==> config.mk <==
export PLATFORM = sky130hd
export DESIGN_NAME = acr_back
export DESIGN_NICKNAME = d
export VERILOG_FILES = /design/src/rtl/acr_pkg.sv /design/src/rtl/acr_back.sv
export SDC_FILE = /design/constraint.sdc
export NUM_CORES = 1
export LEC_CHECK = 0
export CAP_MARGIN = 25
export CORE_ASPECT_RATIO = 0.6
export CORE_MARGIN = 2
export CORE_UTILIZATION = 65
export DETAILED_ROUTE_END_ITERATION = 12
export DONT_BUFFER_PORTS = 1
export GPL_TIMING_DRIVEN = 1
export HOLD_SLACK_MARGIN = 0.03
export PLACE_DENSITY = 0.81
export SKIP_LAST_GASP = 1
export SLEW_MARGIN = 0
export SYNTH_ARGS = -nofsm -noshare
export SYNTH_HDL_FRONTEND = slang
export SYNTH_SLANG_ARGS = --single-unit
==> constraint.sdc <==
create_clock -name clk -period 37.6 [get_ports clk]
set_input_delay 7.52 -clock clk [delete_from_list [all_inputs] [get_ports clk]]
set_output_delay 7.52 -clock clk [all_outputs]
set_load 0.02 [all_outputs]
==> src/rtl/acr_pkg.sv <==
`timescale 1ns / 1ps
// Shared widths, axis codes and pipeline word types for the box collision resolver.
package acr_pkg;

	localparam int CoordW = 32;              // Q16.16 center coordinate
	localparam int DistW  = CoordW + 1;      // center difference
	localparam int ExtW   = 31;              // extent sum
	localparam int Ov2W   = DistW + 2;       // doubled overlap, 2|d| - ext
	localparam int MassW  = 16;              // Q8.8 mass
	localparam int WsumW  = MassW + 1;       // mass_a + mass_b
	localparam int PenW   = ExtW;            // doubled penetration on a hit
	localparam int ProdW  = PenW + MassW;    // penetration times mass
	localparam int QuoW   = PenW - 1;        // push magnitude, below pen2 / 2
	localparam int DenW   = WsumW + 1;       // divisor 2 * (mass_a + mass_b)
	localparam int RemW   = DenW;            // partial remainder
	localparam int NumCells = QuoW;          // one quotient bit per cell

	localparam logic [1:0] AXIS_X = 2'd0;
	localparam logic [1:0] AXIS_Y = 2'd1;
	localparam logic [1:0] AXIS_Z = 2'd2;

	// Per-pair data that rides alongside the divider
	typedef struct packed {
		logic             hit;
		logic [1:0]       axis;
		logic             neg_a;   // A moves toward minus
		logic             pos_b;   // B moves toward minus
		logic             stat_a;
		logic             stat_b;
		logic             wzero;   // both masses zero
		logic [PenW-1:0]  pen2;
		logic [WsumW-1:0] wsum;
	} side_t;

	// Word passed from cell to cell
	typedef struct packed {
		logic [RemW-1:0] rem;
		logic [QuoW-1:0] num_lo;   // dividend bits not yet shifted in
		logic [DenW-1:0] den;
		logic [QuoW-1:0] quo;
		side_t           side;
	} div_t;

endpackage

==> src/rtl/acr_back.sv <==
`timescale 1ns / 1ps
// Back end: push magnitudes for both boxes, sign and axis placement, output register.
module acr_back import acr_pkg::*; (
	input  logic                     clk,
	input  logic                     arst_n,
	input  logic                     in_valid,
	input  div_t                     in_word,
	output logic                     in_stall,
	output logic                     out_valid,
	input  logic                     out_stall,
	output logic                     hit,
	output logic signed [CoordW-1:0] move_a_x,
	output logic signed [CoordW-1:0] move_a_y,
	output logic signed [CoordW-1:0] move_a_z,
	output logic signed [CoordW-1:0] move_b_x,
	output logic signed [CoordW-1:0] move_b_y,
	output logic signed [CoordW-1:0] move_b_z
);

	logic            valid_s1, valid_q;
	logic            stall_s1, stall_q;

	logic [QuoW-1:0] half, quarter, qb;
	logic [RemW-1:0] thr;
	logic            borrow;
	logic [QuoW-1:0] mag_a_c, mag_b_c;

	logic [QuoW-1:0] mag_a_s1, mag_b_s1;
	logic            hit_s1, neg_a_s1, pos_b_s1;
	logic [1:0]      axis_s1;

	logic [CoordW-1:0] sa, sb;

	assign stall_q  = valid_q & out_stall;
	assign stall_s1 = valid_s1 & stall_q;
	assign in_stall = stall_s1;

	always_ff @(posedge clk or negedge arst_n) begin
		if (!arst_n) begin
			valid_s1 <= 1'b0;
			valid_q  <= 1'b0;
		end else begin
			if (!stall_s1) valid_s1 <= in_valid;
			if (!stall_q) valid_q <= valid_s1;
		end
	end

	// B's share comes from A's quotient and remainder:
	// qb = pen2/2 - qa - (rem > (pen2 odd ? wsum : 0))
	always_comb begin
		half    = in_word.side.pen2[PenW-1:1];
		quarter = {1'b0, in_word.side.pen2[PenW-1:2]};
		thr     = in_word.side.pen2[0] ? {1'b0, in_word.side.wsum} : '0;
		borrow  = in_word.rem > thr;
		qb      = half - in_word.quo - QuoW'(borrow);

		if (!in_word.side.hit || in_word.side.stat_a)
			mag_a_c = '0;
		else if (in_word.side.stat_b)
			mag_a_c = half;
		else if (in_word.side.wzero)
			mag_a_c = quarter;
		else
			mag_a_c = in_word.quo;

		if (!in_word.side.hit || in_word.side.stat_b)
			mag_b_c = '0;
		else if (in_word.side.stat_a)
			mag_b_c = half;
		else if (in_word.side.wzero)
			mag_b_c = quarter;
		else
			mag_b_c = qb;
	end

	always_ff @(posedge clk) begin
		if (!stall_s1 && in_valid) begin
			mag_a_s1 <= mag_a_c;
			mag_b_s1 <= mag_b_c;
			hit_s1   <= in_word.side.hit;
			neg_a_s1 <= in_word.side.neg_a;
			pos_b_s1 <= in_word.side.pos_b;
			axis_s1  <= in_word.side.axis;
		end
	end

	// Apply direction and place on the chosen axis
	assign sa = neg_a_s1 ? (CoordW'(0) - CoordW'(mag_a_s1)) : CoordW'(mag_a_s1);
	assign sb = pos_b_s1 ? (CoordW'(0) - CoordW'(mag_b_s1)) : CoordW'(mag_b_s1);

	always_ff @(posedge clk) begin
		if (!stall_q && valid_s1) begin
			hit      <= hit_s1;
			move_a_x <= (axis_s1 == AXIS_X) ? sa : '0;
			move_a_y <= (axis_s1 == AXIS_Y) ? sa : '0;
			move_a_z <= (axis_s1 == AXIS_Z) ? sa : '0;
			move_b_x <= (axis_s1 == AXIS_X) ? sb : '0;
			move_b_y <= (axis_s1 == AXIS_Y) ? sb : '0;
			move_b_z <= (axis_s1 == AXIS_Z) ? sb : '0;
		end
	end

	assign out_valid = valid_q;

endmodule

==> results.md <==
- Outcome: finished clean
- Slew of the pin with the lowest slew margin: approximately 1.0 ns
- Final net count: 1,492
- Dpl hpwl: 26,900 um
- Setup skew after layout: 0.0234 ns
- Die Ht: 117 um
- Pre-CTS setup slack: 22.29 ns
- Critical Path End Type: primary output
- Drt pass-1 iters: 5
- H-tree Lvls: 1
- Crit path required time: 30.08 ns
- RSZ-0062 raised after global routing: no
- Post-Route WL: approximately 36,000 um
- Area Overhead vs Synth: 6.32%
- R2R depth: 7
- Max Cap Violations: 0
- Hold WC Path Type: reg2reg
- RePlAce Congestion: 0.983
- Post-route setup slack: 22.30 ns
- CP Cell Sequence: nand3_1 > inv_1
- Die width: 192 um
- Hold Path Cell Cnt: 0
- Crit share post-route: 0.407
- Relative slew slack: 0.328
- Remaining DRCs: 0
- CP max stage cell: inv_1
- DR WL/cell: roughly 23 um
- Setup Total Neg Slack: 0 ns
- Mapped Cells: 1,300
- Synth Register Bits: 254
- Critical setup path kind: in2out
- I/O pins: ~350
- Reg clk slew, reported paths: approximately 0.060 ns
- PortBufs: 0
- WP data arrival: 7.78 ns
- Hold wc startpoint: hit_s1
- Hold Path End: hit
- Crit path launch type: input pin
- Top_reg_cell synth: edfxtp_1
- Vias: between 9,000 and 10,000
- PD cells: 48.4 nW/um2
- Fin crit period: 15.30 ns
- FF-to-FF Start: mag_b_s1[13]
- R2r endpoint: move_b_y[24]
- Largest net degree at the start of global routing: just over 100
- Largest stage delay on the critical path: 0.18 ns
- Antenna violations before repair: 1
- CTS sink cnt: between 200 and 300
- Maximum vdd drop: approximately 0.000035 V
- Initial Utilization: 0.660
- Post-CTS setup-driven buffer insertion count: 0
- Clk Latency, worst-skew pair: 0.53 ns
- Rows: 41
- Core area: 20,900 um2
- Mapped Area: 13,800 um2
- GRT overflow: 0
- Via-per-instance ratio: about 6.4
- Vias in the first global route: roughly 9,000
- Full die area: 22,400 um2
- Synth cell types: 57
- Num CTS Buffers: 24
- Root buf cell: clkbuf_16
- ANT nets after route: 0
- Iter 0 DRT Violations: approximately 1,200
- Final hold vios: 0
- Ys async rst share: 0.00787
- Layout cells sized above 1: 0.0454
- Mean Syn Cell Area: 10.6 um2
- Max Slew Vio Count: 0
- Non-Filler Instances: 1,559
- Final setup fails: 0
- Clock Path Buffers: 3
- Placed Instances: 1,513
- Pleak: 5.64 nW
- Fmax: 0.0653 GHz
- Reg2reg setup slack: 34.61 ns
- WP buf/inv: 1
- Post-synth EDFFs: around 250
- Global-route wire length before repair: ~53,000 um
- CTS resizes: 0
- CTS tree: done
- Register area share after synthesis: 0.553
- Fill count: approximately 1,500
- Peak fanout along the critical path: 3
- Crit path max-delay family: buffers and inverters
- Synth warnings: 0
- Syn_nets: 1,531
- # hold bufs at CTS: 0
- Total track usage: 0.313
cells by family after synthesis:
group,after synthesis,share of synthesized area
adders and majority gates,75,0.0692
DFF,254,0.553
buffers and inverters,172,0.0485
AOI/OAI and AO/OA,275,0.130
and+or+nand+nor,434,0.141
muxes,9,0.00654
xor gates and xnor gates,81,0.0515
flip-flops by register name (all words and copies together), names as in the netlist:
name and cells:
move_b_y 31, out_valid 1, move_b_z 31, move_b_x 31
mag_a_s1 30, axis_s1 2, neg_a_s1 1, hit_s1 1
move_a_x 31, move_a_z 31, valid_s1 1, pos_b_s1 1
hit 1, mag_b_s1 30, move_a_y 31
Yosys cell counts, drive strengths merged, types with 11 or more instances:
library cell  instances  area [um2]
edfxtp              252        7570
nor2                230         863
inv                  97         364
nand2                80         300
ha                   73         913
a21oi                72         360
clkbuf               68         255
xor2                 62         543
a211oi               58         435
o21ai                57         285
nor2b                33         206
o31ai                23         173
xnor2                19         166
nor3                 16        85.1
and3                 13        81.3
a21o                 12        90.1
nand4                12        75.1
nand3                11        60.1
placed cells by master (no fill, tap or decap), types with 4 or more instances in the layout:
cell type / count
o41ai_1: 8
clkbuf_16: 24
nand2_1: 80
nand4_1: 12
nand2b_1: 6
edfxtp_1: 252
a21oi_1: 72
nand3_1: 10
ha_1: 73
o31ai_1: 23
o21ai_0: 57
nor2b_1: 33
nor4_1: 5
xnor2_1: 19
a211oi_1: 58
o21a_1: 4
o22ai_1: 8
buf_4: 9
xor2_1: 62
clkinv_2: 6
a21o_1: 12
or4_1: 5
nor3_1: 15
nor2_1: 230
clkinv_1: 5
or3_1: 6
o211a_1: 4
inv_1: 97
mux2i_1: 9
and3_1: 13
worst max path at each step:
stage / endpoint / startpoint / depth (start not counted) / slack, ns
finish: in_stall / out_stall / 2 / 22.30
detailed placement: in_stall / out_stall / 2 / 22.29
global route: in_stall / out_stall / 2 / 22.27
floorplan: hit / out_stall / 1 / 15.63
global placement: in_stall / out_stall / 2 / 22.30
CTS: in_stall / out_stall / 2 / 22.29
area by class of cell:
type / instances / area [um2] / share of cell area
Timing Repair Buffer: 10 / 95.1 / 0.00649
Clock inverter: 16 / 96.3 / 0.00658
Antenna cell: 2 / 5.00 / 0.000342
Clock buffer: 27 / 612 / 0.0418
Sequential cell: 254 / 7620 / 0.520
Tap cell: 279 / 349 / 0.0238
Inverter: 97 / 364 / 0.0249
Multi-Input combinational cell: 874 / 5510 / 0.376
routing by layer:
| metal | part of all wire | GRT usage | vias to the layer above |
|---|---|---|---|
| met5 | 0.00028 | 0 | - |
| met2 | 0.42 | 0.448 | 617 |
| met3 | 0.14 | 0.107 | 54 |
| met1 | 0.42 | 0.466 | 4712 |
| li1 | - | - | 4576 |
| met4 | 0.017 | 0.0600 | 2 |
power by group:
| part | internal (mW) | switching [mW] | leakage (nW) |
|---|---|---|---|
| logic | 0.0382 | 0.0727 | 2.76 |
| registers | 0.342 | 0.0358 | 2.54 |
| clock network | 0.118 | 0.103 | 0.342 |
| total | 0.498 | 0.211 | 5.64 |
metrics by stage:
stage               cell area (um2)   util  power, mW  hold slack, ns
CTS                           14600  0.700      0.707           0.421
floorplan                     13800      -      0.471           0.400
global route                  14600  0.701      0.735           0.442
detailed placement            13900  0.666      0.491           0.407
finish                        14600  0.701      0.709           0.421
global placement              13900  0.666      0.487           0.406
No activity file was read; power rests on OpenSTA's default activity.
