$ cat src/rtl/acr_pkg.sv
`timescale 1ns / 1ps
// Shared widths, axis codes and pipeline word types for the box collision resolver.
package acr_pkg;

	localparam int CoordW = 32;              // Q16.16 center coordinate
	localparam int DistW  = CoordW + 1;      // center difference
	localparam int ExtW   = 31;              // extent sum
	localparam int Ov2W   = DistW + 2;       // doubled overlap, 2|d| - ext
	localparam int MassW  = 16;              // Q8.8 mass
	localparam int WsumW  = MassW + 1;       // mass_a + mass_b
	localparam int PenW   = ExtW;            // doubled penetration on a hit
	localparam int ProdW  = PenW + MassW;    // penetration times mass
	localparam int QuoW   = PenW - 1;        // push magnitude, below pen2 / 2
	localparam int DenW   = WsumW + 1;       // divisor 2 * (mass_a + mass_b)
	localparam int RemW   = DenW;            // partial remainder
	localparam int NumCells = QuoW;          // one quotient bit per cell

	localparam logic [1:0] AXIS_X = 2'd0;
	localparam logic [1:0] AXIS_Y = 2'd1;
	localparam logic [1:0] AXIS_Z = 2'd2;

	// Per-pair data that rides alongside the divider
	typedef struct packed {
		logic             hit;
		logic [1:0]       axis;
		logic             neg_a;   // A moves toward minus
		logic             pos_b;   // B moves toward minus
		logic             stat_a;
		logic             stat_b;
		logic             wzero;   // both masses zero
		logic [PenW-1:0]  pen2;
		logic [WsumW-1:0] wsum;
	} side_t;

	// Word passed from cell to cell
	typedef struct packed {
		logic [RemW-1:0] rem;
		logic [QuoW-1:0] num_lo;   // dividend bits not yet shifted in
		logic [DenW-1:0] den;
		logic [QuoW-1:0] quo;
		side_t           side;
	} div_t;

endpackage

$ cat src/rtl/acr_div_cell.sv
`timescale 1ns / 1ps
// One restoring-division cell: settles one quotient bit and passes the word on.
module acr_div_cell import acr_pkg::*; (
	input  logic clk,
	input  logic arst_n,
	input  logic in_valid,
	input  div_t in_word,
	output logic in_stall,
	output logic out_valid,
	output div_t out_word,
	input  logic out_stall
);

	logic            valid_q;
	div_t            word_q;
	div_t            next_word;
	logic [RemW:0]   trial;
	logic [RemW:0]   diff;
	logic            take;

	assign in_stall = valid_q & out_stall;

	// Shift in the next dividend bit, subtract the divisor when it fits
	always_comb begin
		trial     = {in_word.rem, in_word.num_lo[QuoW-1]};
		diff      = trial - {1'b0, in_word.den};
		take      = trial >= {1'b0, in_word.den};
		next_word = in_word;
		next_word.rem    = take ? diff[RemW-1:0] : trial[RemW-1:0];
		next_word.num_lo = {in_word.num_lo[QuoW-2:0], 1'b0};
		next_word.quo    = {in_word.quo[QuoW-2:0], take};
	end

	always_ff @(posedge clk or negedge arst_n) begin
		if (!arst_n) begin
			valid_q <= 1'b0;
		end else if (!in_stall) begin
			valid_q <= in_valid;
		end
	end

	always_ff @(posedge clk) begin
		if (!in_stall && in_valid) word_q <= next_word;
	end

	assign out_valid = valid_q;
	assign out_word  = word_q;

endmodule

$ cat config.mk
export PLATFORM = sky130hd
export DESIGN_NAME = acr_div_cell
export DESIGN_NICKNAME = d
export VERILOG_FILES = /design/src/rtl/acr_pkg.sv /design/src/rtl/acr_div_cell.sv
export SDC_FILE = /design/constraint.sdc
export NUM_CORES = 1
export LEC_CHECK = 0
export ABC_AREA = 0
export BUFFER_PORTS_ARGS = -buffer_cell sky130_fd_sc_hd__buf_2
export CELL_PAD_IN_SITES_DETAIL_PLACEMENT = 0
export CELL_PAD_IN_SITES_GLOBAL_PLACEMENT = 1
export CORE_MARGIN = 3
export CORE_UTILIZATION = 35
export CTS_CLUSTER_SIZE = 12
export DETAILED_ROUTE_END_ITERATION = 8
export PLACE_DENSITY_LB_ADDON = 0.2
export SYNTH_ARGS = -nofsm -noshare
export SYNTH_HDL_FRONTEND = slang
export SYNTH_SLANG_ARGS = --single-unit
$ cat constraint.sdc
create_clock -name clk -period 10.4 [get_ports clk]
set_input_delay 0.52 -clock clk [delete_from_list [all_inputs] [get_ports clk]]
set_output_delay 0.52 -clock clk [all_outputs]
set_load 0.01 [all_outputs]
==> results of run 1 <==
[stage by stage]
| step | util (%) | hold slack [ns] | area, um2 | instances | total power, uW |
|---|---|---|---|---|---|
| after floorplan | - | 0.224 | 5950 | 338 | 862 |
| after global placement | 46.6 | 0.297 | 7720 | 861 | 938 |
| after detailed placement | 46.6 | 0.297 | 7720 | 861 | 942 |
| after CTS | 50.3 | 0.248 | 8340 | 894 | 1580 |
| after global routing | 50.3 | 0.243 | 8340 | 894 | 1620 |
| final | 50.3 | 0.266 | 8340 | 895 | 1560 |
[area by class of cell]
class | instances | area [um2] | area share, %
multi-input cells | 156 | 1240 | 14.9
repair buffers | 311 | 1570 | 18.8
clock inverters | 15 | 184 | 2.20
inverters | 23 | 86.3 | 1.03
flip-flops and latches | 152 | 4560 | 54.7
well taps | 220 | 275 | 3.30
diodes | 1 | 2.50 | 0.0300
clock buffers | 17 | 425 | 5.10
[power by group through the flow]
stage / sequential (uW) / combinational, uW / clock (uW)
floorplan: 773 / 89.1 / 0
global placement: 742 / 196 / 0
detailed placement: 743 / 199 / 0
CTS: 730 / 200 / 648
global route: 733 / 216 / 675
finish: 729 / 195 / 632
[worst paths after layout]
kind / from / end / slack (ns)
min in group asynchronous: arst_n / out_valid / 0.43
max reg2reg: out_valid / out_word[91] / 8.17
min: in_word[34] / out_word[34] / 0.27
min reg2reg: out_valid / out_valid / 0.70
max: in_word[90] / out_word[140] / 7.22
max in group asynchronous: arst_n / out_valid / 9.89
[registers in the layout, summed over array words and instances (netlist names)]
register and cells:
out_valid 1, out_word 151
[timing repair]
item | 4_1_cts | 5_1_grt
setup endpoints to repair | 0 | 0
hold endpoints to repair | 1 | 0
setup buffers | 0 | 0
hold buffers | 1 | 0
[kinds of logic (layout without fill, tap and decap cells)]
| family | count (synthesis) | in the layout |
|---|---|---|
| DFF | 152 | 152 |
| and+or+nand+nor | 59 | 59 |
| AOI/OAI and AO/OA | 48 | 48 |
| buffers and inverters | 30 | 366 |
| adders and majority gates | 19 | 19 |
| muxes | 19 | 19 |
| xor gates and xnor gates | 10 | 10 |
| other | 1 | 2 |
[placed cells by master (no fill, tap or decap), drive strengths merged, types with 3 or more instances in the layout]
master,n
a21o,6
buf,310
ha,18
a21oi,9
nor3,5
edfxtp,151
inv,31
mux2,16
xor2,3
a211oi,4
mux2i,3
a311oi,3
and3,3
a31oi,4
clkinv,4
nand2,16
nor2,14
xnor2,7
o21ai,7
nor2b,3
o211a,3
clkbuf,17
nand3,6
[critical path, cell delays in order]
cell      delay [ns]
buf_2           0.09
inv_1           0.04
ha_1            0.36
a21o_1          0.23
a31oi_1         0.34
a211oi_2        0.19
nor3_2          0.31
o211a_1         0.84
mux2_2          0.42
[metal layers]
layer	vias to the layer above	share of wire, %	track usage, %
li1	1951	-	-
met4	6	2.4	7.11
met2	162	53	30.4
met1	1919	36	17.8
met3	31	8.7	6.59
met5	-	0.21	0
==> out/results.txt, run 1 <==
Setup Total Neg Slack: 0 ns
overall die height: 136 um
Buffers on Ports: 307
Area Growth Syn to Fin: 40.2%
kind of critical path: input port to flip-flop
max_cap viols: 0
CTS H-Tree Depth: 4
Fin. Hold Viols: 0
VDD IR max: 111 uV
Post-Syn Nets: 513
TritonCTS clock tree: done
Synth Warn #: 0
Min-Delay Path Class: input port to flip-flop
Worst Skew: 0.0125 ns
Final period util: 30.6%
total track usage: 17.0%
first-pass GRT wire length: 23200 um
global placer's final weighted congestion: 0.767
TritonRoute pass-1 iters: 6
simple-gate area share of the yosys netlist: 5.21%
Slew Viols, Final: 0
PD cells: 187 mW/mm2
Switching Share: 24.6%
synthesized area per cell: 17.6 um2
antenna violations before repair: 3
number of global-route vias before repair: 4010
Flop pwr share: 46.9%
TritonCTS Buffers: 17
Synth Area in Adders: 4.12%
clock power share: 40.6%
worst-path fanout max: 19
Synth Flop Type: edfxtp_1
post-synth top area share: 76.2%
largest cells by area after synthesis: edfxtp_1 76%, ha_1 3.8%, mux2_2 1.9%
Critical Path RT: 10.57 ns
Worst Tran Pin Value: 0.978 ns
DR iter-0 viols: 183
status: complete, no violations
DR vias/cell: 4.55
DPL Wire Length: 13000 um
Pint: 1170 uW
clock root buffer: clkbuf_16
Hold Path Depth: 1
starting density of the core: 35.9%
sequential share of the synthesized area: 76.6%
Clock Path Buffers: 2
num rows: 47
most common cell in the synthesized netlist: edfxtp_1
Tmin final: 3.18 ns
xor-xnor portion of the synthesized cell area: 1.47%
gr ovfl total: 0
core area: 0.0166 mm2
compound-gate portion of the synthesized area: 5.93%
CTS clk-pin slew, worst paths: 0.07 ns
largest net degree at the start of global routing: 58
multiplexer share of the synthesized area: 3.91%
CTS sink count: 152
via count: 4069
post-synth cell types: 54
Setup crit end kind: flip-flop
combinational fraction of design power: 12.6%
# fillers: 1506
Clk Latency, worst-skew pair: 0.42 ns
Top Ports: 310
final setup fails: 0
largest area contributor in the netlist: edfxtp_1
ANT nets after route: 0
top cells by count, synth: 151 x edfxtp_1, 23 x inv_1, 18 x ha_1
FMAX: 315 MHz
ys async rst share: 0.658%
RSZ-0062 raised after global routing: false
DRC: 0
Final WS setup: 7.22 ns
Synth Cell Area: 0.00595 mm2
post-CTS sizing: 0
Arrival @ worst endpoint: 3.35 ns
WL final: 16500 um
Leak Pwr: 0.00364 uW
Post-Syn Instances: 338
Place WS: 6.71 ns
largest family of logic cells by synthesized area: compound AO/OA/AOI/OAI gates
Wirelength per Cell: 18.4 um
Reg2Reg Depth: 4
Die Wd: 136 um
number of synthesized flops with an enable pin: 151
P_sw: 383 uW
relative slew slack: 34.8%
Synth Register Bits: 152
Final nets: 836
CP Launch Type: input port
layout cells sized above 1: 54.9%
Die ar.: 0.0186 mm2
Note: power is estimated with default switching activity, not from simulation.
==> run 2, diff against run 1 <==
Settings changed: CORE_UTILIZATION 35 to 32.
Clock period 10.4 ns to 2.9 ns, I/O delays scaled along.
==> run 2 against run 1 <==
Effect of this change:
- final area up 17%
- cell count up 17%
- die area up 9.0%
- sequential share of layout area down 8.1 points
==> out/results.txt, run 2 (synthesized netlist as in run 1, its figures left out) <==
status: complete, no violations
WL final: 18500 um
DRC: 0
commonest non-fill, non-tap cells in the layout: 307 x buf_2, 151 x edfxtp_1, 134 x dlygate4sd3_1, 23 x inv_1, 18 x ha_1
CTS H-Tree Depth: 4
Setup Total Neg Slack: 0 ns
Wirelength per Cell: 17.7 um
CTS sink count: 152
Critical Path RT: 3.06 ns
starting density of the core: 32.9%
Worst Tran Pin Value: 0.667 ns
Worst Skew: 0.00632 ns
Die ar.: 0.0203 mm2
Placed Area: 0.00785 mm2
Area Growth Syn to Fin: 64.4%
hold slack: 0.0400 ns
core area: 0.0181 mm2
Place WS: 0.191 ns
number of global-route vias before repair: 4839
clock root buffer: clkbuf_16
Buffers on Ports: 307
worst-path fanout max: 8
overall die height: 142 um
TritonCTS Buffers: 17
Top Ports: 310
num rows: 49
Min-Delay Path Class: input port to flip-flop
first-pass GRT wire length: 27100 um
largest net degree at the start of global routing: 41
VDD IR max: 363 uV
final instance area: 0.00979 mm2
DPL Wire Length: 13400 um
Setup crit end kind: flip-flop
commonest non-fill, non-tap cell in the layout: buf_2
total track usage: 17.5%
antenna violations before repair: 0
max reg flops: 151
RSZ-0062 raised after global routing: false
TritonCTS clock tree: done
Slew Viols, Final: 0
final setup fails: 0
global placer's final weighted congestion: 0.769
PD cells: 577 mW/mm2
Tot Pwr: 5650 uW
Leak Pwr: 0.00424 uW
Clock Path Buffers: 2
post-CTS setup buffers: 0
Final period util: 93.5%
Antenna diodes: 0
Arrival @ worst endpoint: 2.87 ns
ANT nets after route: 0
kind of critical path: input port to flip-flop
DR vias/cell: 4.50
gr ovfl total: 0
Final nets: 978
CTS clk-pin slew, worst paths: 0.07 ns
DR iter-0 viols: 149
Tmin final: 2.71 ns
Final WS setup: 0.189 ns
TritonRoute pass-1 iters: 4
FMAX: 369 MHz
via count: 4707
Clk Latency, worst-skew pair: 0.42 ns
relative slew slack: 55.5%
max_cap viols: 0
layout cells sized above 1: 46.6%
Fin. Hold Viols: 0
Die Wd: 142 um
CP Launch Type: input port
run 2: area by class of cell:
| type | count | area (um2) |
|---|---|---|
| fillers | 1513 | 8300 |
| well taps | 229 | 287 |
| flip-flops and latches | 152 | 4560 |
| repair buffers | 453 | 3020 |
| inverters | 23 | 86.3 |
| clock inverters | 15 | 156 |
| multi-input cells | 156 | 1250 |
| clock buffers | 17 | 425 |
run 2: through the flow:
step | cells | utilization [%]
CTS | 1045 | 54.0
global placement | 879 | 43.4
detailed placement | 879 | 43.4
floorplan | 338 | -
finish | 1045 | 54.1
global route | 1045 | 54.1
run 2: critical path: stages:
cell	delay, ns
dlygate4sd3_1	0.52
buf_2	0.12
inv_1	0.04
ha_1	0.39
and4_1	0.40
nand4_4	0.14
o41a_1	0.45
o211a_1	0.15
buf_4	0.19
mux2_4	0.31
run 2: path summary, 6_finish.rpt:
check,slack (ns),endpoint,depth (start not counted),startpoint
setup / recovery,0.19,out_word[145],10,in_word[98]
hold / removal,0.04,out_word[151],2,in_word[150]
setup reg to reg,1.16,out_word[41],3,out_valid
hold reg to reg,0.65,out_valid,2,out_valid
max in group asynchronous,2.77,out_valid,2,arst_n
min in group asynchronous,0.05,out_valid,2,arst_n
run 2: repair_timing:
action                                  CTS  global route
endpoints found under the setup margin    0             1
gates resized for setup                   0             1
hold buffers                            134             0
endpoints found under the hold margin   134             0
run 2: routing by layer:
layer	GRT usage, %	wire length [um]	vias to the layer above
li1	-	-	2229
met1	20.1	7180	2275
met2	31.0	9680	178
met3	5.28	1190	25
met4	6.40	500	0
met5	0	0	-
run 2: power breakdown:
part / switching, uW / leakage (uW) / total (uW) / internal [uW]
Clock: 995 / 0.000272 / 2140 / 1150
Sequential: 30.1 / 0.00145 / 2620 / 2590
Combinational: 435 / 0.00252 / 892 / 457
