--- config.mk ---
export PLATFORM = sky130hd
export DESIGN_NAME = acr_front
export DESIGN_NICKNAME = d
export VERILOG_FILES = /design/src/rtl/acr_pkg.sv /design/src/rtl/acr_front.sv
export SDC_FILE = /design/constraint.sdc
export NUM_CORES = 2
export LEC_CHECK = 0
export BUFFER_PORTS_ARGS = -buffer_cell sky130_fd_sc_hd__buf_2
export CORE_ASPECT_RATIO = 1.25
export CORE_MARGIN = 5
export CORE_UTILIZATION = 45
export DETAILED_ROUTE_END_ITERATION = 8
export PLACE_DENSITY = 0.75
export SLEW_MARGIN = 20
export SYNTH_ARGS = -nofsm -noshare
export SYNTH_HDL_FRONTEND = slang
export SYNTH_SLANG_ARGS = --single-unit
export TNS_END_PERCENT = 20
--- constraint.sdc ---
create_clock -name clk -period 12.3 [get_ports clk]
set_input_delay 2.46 -clock clk [delete_from_list [all_inputs] [get_ports clk]]
set_output_delay 2.46 -clock clk [all_outputs]
set_load 0.005 [all_outputs]
--- src/rtl/acr_pkg.sv ---
`timescale 1ns / 1ps
// Shared widths, axis codes and pipeline word types for the box collision resolver.
package acr_pkg;

	localparam int CoordW = 32;              // Q16.16 center coordinate
	localparam int DistW  = CoordW + 1;      // center difference
	localparam int ExtW   = 31;              // extent sum
	localparam int Ov2W   = DistW + 2;       // doubled overlap, 2|d| - ext
	localparam int MassW  = 16;              // Q8.8 mass
	localparam int WsumW  = MassW + 1;       // mass_a + mass_b
	localparam int PenW   = ExtW;            // doubled penetration on a hit
	localparam int ProdW  = PenW + MassW;    // penetration times mass
	localparam int QuoW   = PenW - 1;        // push magnitude, below pen2 / 2
	localparam int DenW   = WsumW + 1;       // divisor 2 * (mass_a + mass_b)
	localparam int RemW   = DenW;            // partial remainder
	localparam int NumCells = QuoW;          // one quotient bit per cell

	localparam logic [1:0] AXIS_X = 2'd0;
	localparam logic [1:0] AXIS_Y = 2'd1;
	localparam logic [1:0] AXIS_Z = 2'd2;

	// Per-pair data that rides alongside the divider
	typedef struct packed {
		logic             hit;
		logic [1:0]       axis;
		logic             neg_a;   // A moves toward minus
		logic             pos_b;   // B moves toward minus
		logic             stat_a;
		logic             stat_b;
		logic             wzero;   // both masses zero
		logic [PenW-1:0]  pen2;
		logic [WsumW-1:0] wsum;
	} side_t;

	// Word passed from cell to cell
	typedef struct packed {
		logic [RemW-1:0] rem;
		logic [QuoW-1:0] num_lo;   // dividend bits not yet shifted in
		logic [DenW-1:0] den;
		logic [QuoW-1:0] quo;
		side_t           side;
	} div_t;

endpackage

--- src/rtl/acr_front.sv ---
`timescale 1ns / 1ps
// Front pipeline: center distances, overlaps, hit and axis pick, dividend product.
module acr_front import acr_pkg::*; (
	input  logic                     clk,
	input  logic                     arst_n,
	input  logic                     in_valid,
	output logic                     in_stall,
	input  logic signed [CoordW-1:0] center_a_x,
	input  logic signed [CoordW-1:0] center_a_y,
	input  logic signed [CoordW-1:0] center_a_z,
	input  logic signed [CoordW-1:0] center_b_x,
	input  logic signed [CoordW-1:0] center_b_y,
	input  logic signed [CoordW-1:0] center_b_z,
	input  logic [ExtW-1:0]          extent_sum_x,
	input  logic [ExtW-1:0]          extent_sum_y,
	input  logic [ExtW-1:0]          extent_sum_z,
	input  logic [MassW-1:0]         mass_a,
	input  logic [MassW-1:0]         mass_b,
	input  logic [1:0]               static_flags,
	output logic                     out_valid,
	output div_t                     out_word,
	input  logic                     out_stall
);

	logic valid_s1, valid_s2, valid_s3, valid_s4;
	logic stall_s1, stall_s2, stall_s3, stall_s4;

	logic signed [DistW-1:0] dist_s1 [3];
	logic [ExtW-1:0]         ext_s1 [3];
	logic [MassW-1:0]        ma_s1, mb_s1, ma_s2, mb_s2, mb_s3;
	logic [1:0]              stat_s1, stat_s2;

	logic signed [Ov2W-1:0]  ov2_c [3];
	logic signed [Ov2W-1:0]  ov2_s2 [3];
	logic [2:0]              neg_s2, pos_s2;

	side_t                   side_c, side_s3;
	logic signed [Ov2W-1:0]  sel_ov;
	logic signed [Ov2W-1:0]  pen_full;
	logic                    gt01, gt02, gt12;

	logic [ProdW-1:0]        prod;
	div_t                    word_c, word_s4;

	// Each stage holds while it is full and the next one holds
	assign stall_s4 = valid_s4 & out_stall;
	assign stall_s3 = valid_s3 & stall_s4;
	assign stall_s2 = valid_s2 & stall_s3;
	assign stall_s1 = valid_s1 & stall_s2;
	assign in_stall = stall_s1;

	always_ff @(posedge clk or negedge arst_n) begin
		if (!arst_n) begin
			valid_s1 <= 1'b0;
			valid_s2 <= 1'b0;
			valid_s3 <= 1'b0;
			valid_s4 <= 1'b0;
		end else begin
			if (!stall_s1) valid_s1 <= in_valid;
			if (!stall_s2) valid_s2 <= valid_s1;
			if (!stall_s3) valid_s3 <= valid_s2;
			if (!stall_s4) valid_s4 <= valid_s3;
		end
	end

	// Stage 1: center differences
	always_ff @(posedge clk) begin
		if (!stall_s1 && in_valid) begin
			dist_s1[0] <= {center_a_x[CoordW-1], center_a_x} - {center_b_x[CoordW-1], center_b_x};
			dist_s1[1] <= {center_a_y[CoordW-1], center_a_y} - {center_b_y[CoordW-1], center_b_y};
			dist_s1[2] <= {center_a_z[CoordW-1], center_a_z} - {center_b_z[CoordW-1], center_b_z};
			ext_s1[0]  <= extent_sum_x;
			ext_s1[1]  <= extent_sum_y;
			ext_s1[2]  <= extent_sum_z;
			ma_s1      <= mass_a;
			mb_s1      <= mass_b;
			stat_s1    <= static_flags;
		end
	end

	// Stage 2: doubled overlap 2|d| - ext, both signs formed in parallel
	always_comb begin
		for (int i = 0; i < 3; i++) begin
			if (dist_s1[i][DistW-1])
				ov2_c[i] = -{dist_s1[i][DistW-1], dist_s1[i], 1'b0}
					- $signed({4'b0, ext_s1[i]});
			else
				ov2_c[i] = {dist_s1[i][DistW-1], dist_s1[i], 1'b0}
					- $signed({4'b0, ext_s1[i]});
		end
	end

	always_ff @(posedge clk) begin
		if (!stall_s2 && valid_s1) begin
			for (int i = 0; i < 3; i++) begin
				ov2_s2[i] <= ov2_c[i];
				neg_s2[i] <= dist_s1[i][DistW-1];
				pos_s2[i] <= !dist_s1[i][DistW-1] && (dist_s1[i] != '0);
			end
			ma_s2   <= ma_s1;
			mb_s2   <= mb_s1;
			stat_s2 <= stat_s1;
		end
	end

	// Stage 3: hit test, least-penetration axis, penetration magnitude
	assign gt01 = ov2_s2[0] > ov2_s2[1];
	assign gt02 = ov2_s2[0] > ov2_s2[2];
	assign gt12 = ov2_s2[1] > ov2_s2[2];

	always_comb begin
		side_c.hit    = ov2_s2[0][Ov2W-1] & ov2_s2[1][Ov2W-1] & ov2_s2[2][Ov2W-1];
		side_c.axis   = gt01 ? (gt02 ? AXIS_X : AXIS_Z) : (gt12 ? AXIS_Y : AXIS_Z);
		side_c.stat_a = stat_s2[0];
		side_c.stat_b = stat_s2[1];
		side_c.wsum   = {1'b0, ma_s2} + {1'b0, mb_s2};
		side_c.wzero  = (ma_s2 == '0) && (mb_s2 == '0);
		case (side_c.axis)
			AXIS_X: begin
				sel_ov       = ov2_s2[0];
				side_c.neg_a = neg_s2[0];
				side_c.pos_b = pos_s2[0];
			end
			AXIS_Y: begin
				sel_ov       = ov2_s2[1];
				side_c.neg_a = neg_s2[1];
				side_c.pos_b = pos_s2[1];
			end
			default: begin
				sel_ov       = ov2_s2[2];
				side_c.neg_a = neg_s2[2];
				side_c.pos_b = pos_s2[2];
			end
		endcase
		pen_full    = -sel_ov;
		side_c.pen2 = pen_full[PenW-1:0];
	end

	always_ff @(posedge clk) begin
		if (!stall_s3 && valid_s2) begin
			side_s3 <= side_c;
			mb_s3   <= mb_s2;
		end
	end

	// Stage 4: dividend pen2 * mass_b; divisor 2 * (mass_a + mass_b)
	assign prod = ProdW'(side_s3.pen2) * ProdW'(mb_s3);

	always_comb begin
		word_c.rem    = RemW'(prod[ProdW-1:QuoW]);
		word_c.num_lo = prod[QuoW-1:0];
		word_c.den    = {side_s3.wsum, 1'b0};
		word_c.quo    = '0;
		word_c.side   = side_s3;
	end

	always_ff @(posedge clk) begin
		if (!stall_s4 && valid_s3) word_s4 <= word_c;
	end

	assign out_valid = valid_s4;
	assign out_word  = word_s4;

endmodule

==> run summary <==
Num CTS Buffers: 61
CP Cell Sequence: and2_1, fa_1, inv_1, fa_1, fa_1, fa_1, inv_1, fa_1, fa_1, ha_1, a21oi_1, nor2b_1, o21ai_0, nand2_1, a31oi_1, o21ai_0, a31o_2, a221o_1, a41o_1, a21oi_1, o21ai_0, a21oi_1, xnor2_1
Worst-Margin Slew: 1.16 ns
Remaining global-route overflow: 0
Layout net count: 7162
Clk_lat worst skew: 0.69 ns
Clk root buf: clkbuf_16
Fillers: 10600
CP startpoint kind: flip-flop
Initial drt markers: 2342
Core area: 0.117 mm²
H-tree depth: 2
Final Cycle Share: 0.637
Critical path required time: 12.73 ns
Outcome: completed
DRT Wirelength: 137 mm
Post-place setup slack: 4.52 ns
Setup TNS: 0 ns
Sequential fraction of the synthesis area: 0.311
Vias: 39700
Die Area: 0.125 mm²
Yosys warning count: 0
Slew Limit Fails: 0
CP arrival: 8.26 ns
Cts repair resizes: 0
Yosys cell types: 90
Detailed-placement wirelength estimate: 110 mm
WL per Instance: 18.5 µm
Final WS setup: 4.46 ns
Most common cell in the netlist: inv_1
Max-cap violations: 0
Hold Buf Count CTS: 0
Post-synth top flop: edfxtp_1
Ys async rst share: 0.00727
Post-synth top cells: 931 x inv_1, 623 x ha_1, 546 x edfxtp_1
Post-synth EDFFs: 546
Clock sink total: 550
Share of cells above drive strength 1: 0.107
Critical path type: reg -> reg
Worst path most repeated cell: fa_1
Hold Crit Class: reg -> reg
Setup Viol. Count Final: 0
Final instance area: 0.0589 mm²
Final Wtd Congestion: 0.905
Placed inst area: 0.0568 mm²
Reg clk slew, reported paths: 0.06 ns
Area delta synth->final: 11.2%
Die Span Y: 394 µm
Final hold vios: 0
Setup Skew: 0.0367 ns
Post-synth top area cell: edfxtp_1
RSZ-0062 raised after global routing: no
Number of remaining DRC errors: 0
Min cycle time layout: 7.84 ns
Slew HR: 0.227
Multi-input gate area: 0.0323 mm²
Register area: 0.0165 mm²
Fmax: 128 MHz
Maximum clock path buffer count: 3
Global-route wire length before repair: 216 mm
IO buf count: 444
Post-route core utilization: 0.504
Yosys reg bits: 550
Largest net degree at the start of global routing: 136
Gr usage total: 0.217
Number of global-route vias before repair: 41500
CP Max Fanout: 31
Mapped cell area: 0.0530 mm²
Rows: 140
Initial antenna violation count: 8
Die width: 317 µm
Delay of the slowest critical-path stage: 1.11 ns
Number of setup buffers added after CTS: 0
Mean number of vias per cell: 5.35
Post-synth top area share: 0.309
Initial Util: 0.453
Ports: 477
TritonRoute pass-1 iters: 5
CTS tree: built
Mean Syn Cell Area: 9.82 µm²
Worst path slowest cell: edfxtp_1
Final ANT Viol Nets: 0
Worst setup EP type: flip-flop
Synth Instances: 5394
Top post-synthesis cells by area: edfxtp_1 31%, fa_1 16%, ha_1 15%
## cell usage in the layout, fill, tap and decap left out, drive strengths merged, types with 205 or more instances in the layout
cell type / instances
inv: 947
a21oi: 341
xnor2: 250
and2: 232
fa: 414
buf: 476
edfxtp: 546
nand2: 487
ha: 623
nor2: 241
o21ai: 205
## layout make-up
type | count | area share
Multi-Input combinational cell | 3779 | 0.549
Sequential cell | 550 | 0.280
Inverter | 934 | 0.0596
Timing Repair Buffer | 476 | 0.0425
Tap cell | 1562 | 0.0332
Clock buffer | 63 | 0.0260
Clock inverter | 50 | 0.00996
Antenna cell | 1 | 0.0000425
## final timing paths
kind / cells after the start / slack, ns / to / from
min in group asynchronous: 1 / 1.59 / valid_s1$_DFFE_PN0N_ / arst_n
worst max-delay path: 23 / 4.46 / out_word[150]$_DFFE_PP_ / mb_s3[5]$_DFFE_PP_
worst min-delay path: 0 / 0.41 / ma_s2[2]$_DFFE_PP_ / ma_s1[2]$_DFFE_PP_
worst max register to register: 23 / 4.46 / out_word[150]$_DFFE_PP_ / mb_s3[5]$_DFFE_PP_
max in group asynchronous: 1 / 10.58 / out_valid$_DFFE_PN0N_ / arst_n
worst min register to register: 0 / 0.41 / ma_s2[2]$_DFFE_PP_ / ma_s1[2]$_DFFE_PP_
## metrics by stage
| step | hold slack (ns) | cells |
|---|---|---|
| 6_report | 0.413 | 7415 |
| 5_1_grt | 0.417 | 7414 |
| 4_1_cts | 0.414 | 7414 |
| 3_5_place_dp | 0.405 | 7301 |
| 3_3_place_gp | 0.400 | 7299 |
| 2_1_floorplan | 0.400 | 5425 |
## per-layer routing
| layer | vias up | part of all wire | track usage |
|---|---|---|---|
| met5 | - | 0.00031 | 0 |
| li1 | 18900 | - | - |
| met2 | 1222 | 0.53 | 0.407 |
| met1 | 19200 | 0.37 | 0.246 |
| met3 | 366 | 0.057 | 0.0317 |
| met4 | 8 | 0.042 | 0.0831 |
## flip-flops by register name, summed over array words and instances, names as in the netlist
name / count
ov2_s2: 105
ma_s2: 16
out_word: 103
out_valid: 1
stat_s1: 2
mb_s3: 16
mb_s2: 16
valid_s1: 1
side_s3: 56
pos_s2: 3
ext_s1: 93
neg_s2: 3
stat_s2: 2
mb_s1: 16
dist_s1: 99
valid_s3: 1
valid_s2: 1
ma_s1: 16
## cell families after synthesis
kind of cell | count (synthesis) | share of synthesized area
XOR/XNOR | 325 | 0.0537
other | 1 | 0.0000708
buffers and inverters | 1096 | 0.0816
adder cells (fa/ha/maj) | 1037 | 0.304
AND/OR/NAND/NOR | 1374 | 0.127
multiplexers | 8 | 0.00154
AO/OA/AOI/OAI | 1003 | 0.121
flip-flops | 550 | 0.311
## critical path, delay by kind of cell, from the launching register on
kind / cells / cell delay [ns]
flops: 1 / 1.11
compound gates: 10 / 2.62
xor+xnor: 1 / 0.09
fa+ha+maj: 7 / 3.23
simple gates: 3 / 0.40
buf+inv: 2 / 0.14
Power is not shown: default switching activity piles up to over one toggle a cycle in this logic, so the estimate is an artifact.
